### config.mk
export PLATFORM = sky130hd
export DESIGN_NAME = bumm_ctrl
export DESIGN_NICKNAME = d
export VERILOG_FILES = /design/src/hdl/bumm_pkg.sv /design/src/hdl/bumm_ctrl.sv
export SDC_FILE = /design/constraint.sdc
export NUM_CORES = 1
export LEC_CHECK = 0
export BUFFER_PORTS_ARGS = -buffer_cell sky130_fd_sc_hd__buf_4
export CAP_MARGIN = 30
export CORE_AREA = 2 2 39 41
export CTS_BUF_LIST = sky130_fd_sc_hd__clkbuf_4
export DETAILED_ROUTE_END_ITERATION = 8
export DIE_AREA = 0 0 41 43
export MAX_ROUTING_LAYER = met4
export PLACE_DENSITY = 0.36
export SKIP_CTS_REPAIR_TIMING = 1
export SLEW_MARGIN = 30
export SYNTH_ARGS = -nofsm -noshare
export SYNTH_HDL_FRONTEND = slang
export SYNTH_SLANG_ARGS = --single-unit
### constraint.sdc
create_clock -name clk -period 1.9 [get_ports clk]
set_clock_uncertainty 0.1 [all_clocks]
set_input_delay 0.38 -clock clk [delete_from_list [all_inputs] [get_ports clk]]
set_output_delay 0.38 -clock clk [all_outputs]
set_load 0.03 [all_outputs]
### src/hdl/bumm_pkg.sv
// Shared definitions for the broadcast/unicast mailbox: default sizes, operation
// and status codes, and the command and status bundles between controller and datapath.
// No dependencies.
`default_nettype none

package bumm_pkg;

    localparam int MAX_READERS_DEF     = 8;
    localparam int BROADCAST_DEPTH_DEF = 32;
    localparam int PRIVATE_DEPTH_DEF   = 32;
    localparam int PAYLOAD_WIDTH_DEF   = 32;
    localparam int SEQ_WIDTH_DEF       = 16;

    // Widths fixed by the port list.
    localparam int OP_W      = 2;
    localparam int READER_W  = 3;
    localparam int MSG_W     = 32;
    localparam int STATUS_W  = 3;
    localparam int CFG_W     = 4;
    localparam int WIDE_W    = 48;
    localparam int CNT_W     = 7;

    // A poll delivers at most this many messages.
    localparam int RESULT_LIMIT = 64;

    typedef enum logic [OP_W-1:0] {
        OP_PUSH_ONE = 2'd0,
        OP_PUSH_ALL = 2'd1,
        OP_POLL     = 2'd2,
        OP_NONE     = 2'd3
    } op_t;

    typedef enum logic [STATUS_W-1:0] {
        ST_ACCEPTED   = 3'd0,
        ST_DELIVERED  = 3'd1,
        ST_NOTHING    = 3'd2,
        ST_BAD_READER = 3'd3,
        ST_FULL       = 3'd4
    } status_t;

    typedef struct packed {
        logic accept;
        logic issue_read;
        logic emit;
    } ctrl_cmd_t;

    typedef struct packed {
        logic poll_go;
        logic emit_last;
    } dp_status_t;

endpackage

`default_nettype wire

### src/hdl/bumm_ctrl.sv
// Controller of the mailbox: sequences a poll through read and emit steps.
// Depends on bumm_pkg.
`default_nettype none

module bumm_ctrl (
    input  wire                   clk,
    input  wire                   rst_n,
    input  wire                   start,
    input  bumm_pkg::dp_status_t  dp_st,
    output bumm_pkg::ctrl_cmd_t   cmd,
    output logic                  busy
);
    import bumm_pkg::*;

    typedef enum logic [2:0] {
        S_IDLE = 3'b001,
        S_READ = 3'b010,
        S_EMIT = 3'b100
    } state_t;

    state_t state_reg;
    state_t state_next;

    always_comb
    begin
        state_next = state_reg;
        unique case (state_reg)
            S_IDLE:
            begin
                if (start && dp_st.poll_go)
                begin
                    state_next = S_READ;
                end
            end
            S_READ:
            begin
                state_next = S_EMIT;
            end
            S_EMIT:
            begin
                state_next = dp_st.emit_last ? S_IDLE : S_READ;
            end
            default:
            begin
                state_next = S_IDLE;
            end
        endcase
    end

    always_ff @(posedge clk or negedge rst_n)
    begin
        if (!rst_n)
        begin
            state_reg <= S_IDLE;
        end
        else
        begin
            state_reg <= state_next;
        end
    end

    assign busy           = (state_reg != S_IDLE);
    assign cmd.accept     = start && (state_reg == S_IDLE);
    assign cmd.issue_read = (state_reg == S_READ);
    assign cmd.emit       = (state_reg == S_EMIT);

endmodule

`default_nettype wire

# Yosys cells after proc, flatten, opt, wreduce, memory -nomap -nowiden
# Cells that the tools add are included.
dict set report word_totals {
  input_bits 5
  mem_bits_ro 0
  elab_cells 11
  ram_bits 0
  out_inout_bits 4
  memories 0
  reg_bits 3
  latchBits 0
}
dict set report classes {
  eq_ne 5
  multipliers 0
  n_reduce_logical 2
  div 0
  bitwise 0
  magnitude_cmp 0
  n_shift 0
  muxes 3
  add_sub_neg 0
}
# operator n
set ops {}
lappend ops {{$pmux 3 s3} 1}
lappend ops {{$eq 3x1->1 const B} 1}
lappend ops {{$eq 3x2->1 const B} 1}
lappend ops {{$eq 3x3->1 const B} 1}
lappend ops {{$mux 3} 1}
lappend ops {{$ne 3x1->1 const B} 1}
lappend ops {{$logic_and 1x1->1} 2}
lappend ops {{$mux 2} 1}
lappend ops {{$ne 2x2->1 const B} 1}

# Depth between registers and ports, before layout
# Gate-level depths: netlist (run 1).
dict set report logic_depth {
  depth_word 3
  mapped_depth 2
  ltp_nobuf 2
}

# Least setup slack after synthesis (run 1)
# OpenSTA, ideal clock, no wires.
dict set report synth_path {
  path_type {flip-flop to output port}
  from {register state_reg[0]}
  to {output cmd[2] in the netlist's numbering}
  stages_incl_launch_ff 3
  n_path_buf 0
  required_time_ps 1420
  slack_ps 27
  arrival_time_ps 1393
  cell_sequence {dfstp_2 or3b_1 nor2_2}
}
# element line_no
set synth_rtl {}
lappend synth_rtl {{start, declared} bumm_ctrl.sv:21} ;# state_t state_reg;
lappend synth_rtl {{start signal, assigned} bumm_ctrl.sv:58} ;# state_reg <= state_next;
lappend synth_rtl {{end, declared} bumm_ctrl.sv:10} ;# output bumm_pkg::ctrl_cmd_t cmd,

==> impl_metrics.ini, run 1 <==
[global_routing]
grt_max_degree = 8
grt_pass1_wl_um = 510
grt_remaining_overflow = 0
antenna_found_initial = 0
grt_pass1_vias = 137
grtUsageTotal = 0.0505

[pwr]
clkPwrFrac = 0.434
ir_drop_v = 0.000271
totalPowerFinal_uw = 289
seq_power_share = 0.289
p_leak_nw = 0.132
p_sw_uw = 79.9
p_comb_frac = 0.277
p_sw_frac = 0.277
power.internal_uw = 209
powerDensity_nw_per_um2 = 986

[die]
coreArea_um2 = 1380
start_util = 0.115
die_w_um = 41
boundaryPins = 9
die_area_um2 = 1760
fp.dieH_um = 43
rows = 14

[setup_path]
slowest_stage = dfstp_2
path_cells = or3b_4 -> nor2_2 -> buf_6
cp_max_fo = 6
endpoint_kind = output port
worstPathRequired_ns = 1.42
critPathKind = flop to output port
crit_arrival_ns = 1.42
cp-start-kind = flop
cp_slowest_stage_delay_ns = 0.56

[yosys]
synthAdderAreaFrac = 0
synth_compound_area_frac = 0.142
synthSimpleGateAreaFrac = 0.354
synth_seq_area_share = 0.480
async_reset_ff_frac = 1.00
synth-xor-area-share = 0
synth_top_family_by_area = simple AND/OR/NAND/NOR gates
synth_top_area_share = 0.315
synthFlopType = dfrtp_1
ys_ff_latch = 3
synth_top_cell_by_area = dfrtp_1
synthCells = 14
yosys_warnings = 0
synth.cell_area_um2 = 159
synth.distinct_cells = 10
synth-edff-count = 0
ys_top_cells_by_count = nor3b_1, dfrtp_1
synth.area.mux_share = 0
synth_nets = 19
yosysMostFrequentCell = nor3b_1
ys_top_cells_by_area = dfrtp_1, nor3b_1, dfstp_2
avgSynthCellArea_um2 = 11.4

[clock_network]
clock_latency_ns = 0.23
numCtsBuffers = 3
clock_path_buffers = 2
root_buffer = clkbuf_4
cts_tree = done
clock_sinks = 3
clkTransAtPathRegs_ns = 0.04
htree_levels = 1

[finish]
drive_gt1_frac = 0.643
diodes = 0
area_growth_pct = 84.3
post-route-util = 0.212
fin_nets = 34
largest_reg_flops = 3

[timing]
min_period_over_period = 0.998
fin_setup_tns_ns = 0
period_minus_slack_ns = 1.90
setup-violations-final = 0
finalMaxSlewViolations = 0
slew_headroom = 0.829
hold_slack_ns = 0.370
max_freq_mhz = 527
rsz0062_at_grt = true
hold_viol_final = 0
worst_pin_slew_ns = 0.254
setup_ws_ns = 0.00376

[place]
port_buffers = 8
routabilityCongestion = 0.509
pre_cts_ws_ns = 0.221

[drt]
drc = 0
via_per_inst = 3.64
routedWlPerCell_um = 9.25
drt_iter0_drc = 0
vias = 160
firstDrtPassIters = 1
antenna_left = 0
drt_wl_total_um = 407

[flow_run]
drv_cap = 0

[status]
status = finished, final reports clean

[hold_path]
hold_path.class = input port to asynchronous set/reset pin
## placed cells by master, fill, tap and decap left out, drive strengths merged
cell         netlist  final
o21ba              1      1
clkbuf             0      4
o31ai              1      1
dfstp              1      1
nor3b              4      4
and4b              1      1
inv                1      1
nor2               1      1
or3b               1      1
o21ai              1      1
buf                0      9
dfrtp              2      2
dlygate4sd3        0      1
## stage by stage
step / instances / instance area, µm²
after floorplan: 14 / 159
after global placement: 38 / 239
after detailed placement: 38 / 239
after CTS: 42 / 269
after global routing: 44 / 293
final: 44 / 293
## layer usage
metal	part of all wire	wire [µm]	up-vias	GRT usage
li1	-	-	79	-
met1	0.47	191	72	0.0647
met2	0.40	163	9	0.0438
met3	0.13	53	0	0.0157
met4	0	0	0	0.0800
met5	0	0	-	-
## power groups by stage
| stage | Clock [mW] | Sequential [mW] | Combinational (mW) |
|---|---|---|---|
| global placement | 0 | 0.0838 | 0.0644 |
| floorplan | 0 | 0.0819 | 0.0406 |
| finish | 0.125 | 0.0835 | 0.0799 |
| global route | 0.139 | 0.0843 | 0.0845 |
| detailed placement | 0 | 0.0846 | 0.0654 |
| CTS | 0.133 | 0.0840 | 0.0658 |
## layout make-up
cell class / count / area [µm²]
clock buffers: 4 / 30.0
fillers: 144 / 1090
inverters: 1 / 3.75
multi-input cells: 10 / 81.3
flip-flops and latches: 3 / 76.3
well taps: 16 / 20.0
repair buffers: 10 / 81.3
## final timing paths
check / startpoint / end / slack (ns) / cells past startpoint
min in group clk: dp_st[0] / state_reg[1] / 0.41 / 3
min: rst_n / state_reg[2] / 0.37 / 2
max reg2reg: state_reg[0] / state_reg[0] / 0.67 / 3
max: state_reg[0] / cmd[2] / 0.004 / 3
max in group asynchronous: rst_n / state_reg[0] / 1.14 / 2
min reg2reg: state_reg[2] / state_reg[2] / 0.43 / 1
## cells by family after synthesis
| kind of cell | after synthesis |
|---|---|
| simple gates | 7 |
| flops | 3 |
| compound gates | 3 |
| buf+inv | 1 |
## worst max-delay path, delay by kind of cell, from the launching register on
kind / cells / cell delay [ns]
and+or+nand+nor: 2 / 0.50
buffers and inverters: 1 / 0.13
DFF: 1 / 0.56
Power figures use the tool's default switching activity.
==> run 2, diff against run 1 <==
--- a/config.mk
+++ b/config.mk
@@ -12,7 +12,7 @@
 export DETAILED_ROUTE_END_ITERATION = 8
 export DIE_AREA = 0 0 41 43
 export MAX_ROUTING_LAYER = met4
-export PLACE_DENSITY = 0.36
+export PLACE_DENSITY = 0.37
 export SKIP_CTS_REPAIR_TIMING = 1
 export SLEW_MARGIN = 30
 export SYNTH_ARGS = -nofsm -noshare
==> constraint.sdc (replaced) <==
create_clock -name clk -period 1.71 [get_ports clk]
set_clock_uncertainty 0.1 [all_clocks]
set_input_delay 0.342 -clock clk [delete_from_list [all_inputs] [get_ports clk]]
set_output_delay 0.342 -clock clk [all_outputs]
set_load 0.03 [all_outputs]
==> run 2 against run 1 <==
The flow now finishes with violations (setup timing). Register-to-register slack worse by 0.15 ns. Count of clock-buffer cells in the layout unchanged. Setup slack worse by 0.094 ns. First-iteration DRC count did not move. Die area stayed put. Sequential cell count did not move. Sequential power is 6.9% higher. Non-clock buffer count did not move. Design area rose by 1.7%. Cell count did not move. Core utilization grew 0.36 points.
==> impl_metrics.ini, run 2 (synthesis results as in run 1) <==
[status]
status = finished with violations
violations = setup timing

[die]
boundaryPins = 9
start_util = 0.115
coreArea_um2 = 1380
fp.dieH_um = 43
die_area_um2 = 1760
die_w_um = 41
rows = 14

[timing]
setup_ws_ns = -0.0899
period_minus_slack_ns = 1.80
setup-violations-final = 2
hold_slack_ns = 0.334
worst_pin_slew_ns = 0.246
slew_headroom = 0.836
finalMaxSlewViolations = 0
rsz0062_at_grt = true
hold_viol_final = 0
min_period_over_period = 1.05
max_freq_mhz = 556

[setup_path]
endpoint_kind = output port
cp_slowest_stage_delay_ns = 0.52
worstPathRequired_ns = 1.27
reg2reg_slack_ns = 0.52
cp-start-kind = flop
slowest_stage = dfstp_2
path_cells = or3b_4 -> nor2_4 -> buf_6
crit_arrival_ns = 1.36
r2r-start = state_reg[0]
cp_max_fo = 2
worstSetupStartpoint = state_reg[0]
critPathKind = flop to output port
r2r_cells = 3
reg2reg_to = state_reg[1]

[finish]
layout_common_cells = buf_4, nor3b_1, clkbuf_4, dfrtp_1
drive_gt1_frac = 0.643
final_cell_area_um2 = 298
post-route-util = 0.215
final_common_cell = buf_4
largest_reg_flops = 3
fin_cells = 44
diodes = 0
area_growth_pct = 87.4
fin_nets = 34

[place]
routabilityCongestion = 0.579
pre_cts_ws_ns = 0.129
port_buffers = 8
dpl_cell_area_um2 = 254
placed_cells = 39

[global_routing]
grt_pass1_vias = 142
grtUsageTotal = 0.0547
antenna_found_initial = 0
grt_pass1_wl_um = 545
grt_remaining_overflow = 0
grt_max_degree = 8

[pwr]
p_leak_nw = 0.133
clkPwrFrac = 0.430
seq_power_share = 0.277
ir_drop_v = 0.000343
powerDensity_nw_per_um2 = 1080
p_sw_frac = 0.278
p_comb_frac = 0.293
p_sw_uw = 89.9
power.internal_uw = 233

[drt]
routedWlPerCell_um = 8.32
firstDrtPassIters = 1
antenna_left = 0
drt_wl_total_um = 366
drt_iter0_drc = 0
drc = 0
vias = 143
via_per_inst = 3.25

[clock_network]
htree_levels = 1
clkTransAtPathRegs_ns = 0.04
root_buffer = clkbuf_4
cts_tree = done
clock_latency_ns = 0.23
numCtsBuffers = 3
clock_path_buffers = 2
clock_sinks = 3

[hold_path]
hold_path.class = input port to asynchronous set/reset pin

[flow_run]
drv_cap = 0
## run 2: cell counts in the layout (fill, tap and decap cells not counted)
No cell type changed its count.
## run 2: cell type report
class,count,area [µm²]
flip-flops and latches,3,76.3
repair buffers,10,81.3
fillers,154,1090
clock buffers,4,30.0
well taps,16,20.0
inverters,1,3.75
multi-input cells,10,86.3
## run 2: metrics by stage
step | power (mW) | TNS, ns
after floorplan | 0.145 | 0
after global placement | 0.179 | 0
after detailed placement | 0.181 | 0
after CTS | 0.328 | -0.198
after global routing | 0.348 | -0.237
final | 0.323 | -0.144
## run 2: power groups by stage
stage / Combinational, mW / Sequential (mW) / Clock, mW
2_1_floorplan: 0.0539 / 0.0913 / 0
3_3_place_gp: 0.0903 / 0.0888 / 0
5_1_grt: 0.102 / 0.0902 / 0.155
4_1_cts: 0.0917 / 0.0889 / 0.147
3_5_place_dp: 0.0914 / 0.0898 / 0
6_report: 0.0947 / 0.0893 / 0.139
## run 2: worst max path at each step
stage                     slack (ns)     end  cells after the start
after global routing           -0.14  cmd[2]                      3
after floorplan                 0.06  cmd[2]                      2
after detailed placement        0.13  cmd[2]                      3
after global placement          0.14  cmd[2]                      3
final                          -0.09  cmd[2]                      3
after CTS                      -0.13  cmd[2]                      3
## run 2: worst max-delay path, delay by kind of cell, from the launching register on
kind                   cells  cell delay (ns)
and+or+nand+nor            2             0.48
DFF                        1             0.52
buffers and inverters      1             0.13
## run 2: routing by layer
metal | vias to the layer above | share of wire | track usage | routed length, µm
met5 | - | 0 | - | 0
met4 | 0 | 0 | 0.0800 | 0
met3 | 0 | 0.19 | 0.0366 | 68
met2 | 9 | 0.36 | 0.0438 | 130
met1 | 55 | 0.46 | 0.0649 | 167
li1 | 79 | - | - | -
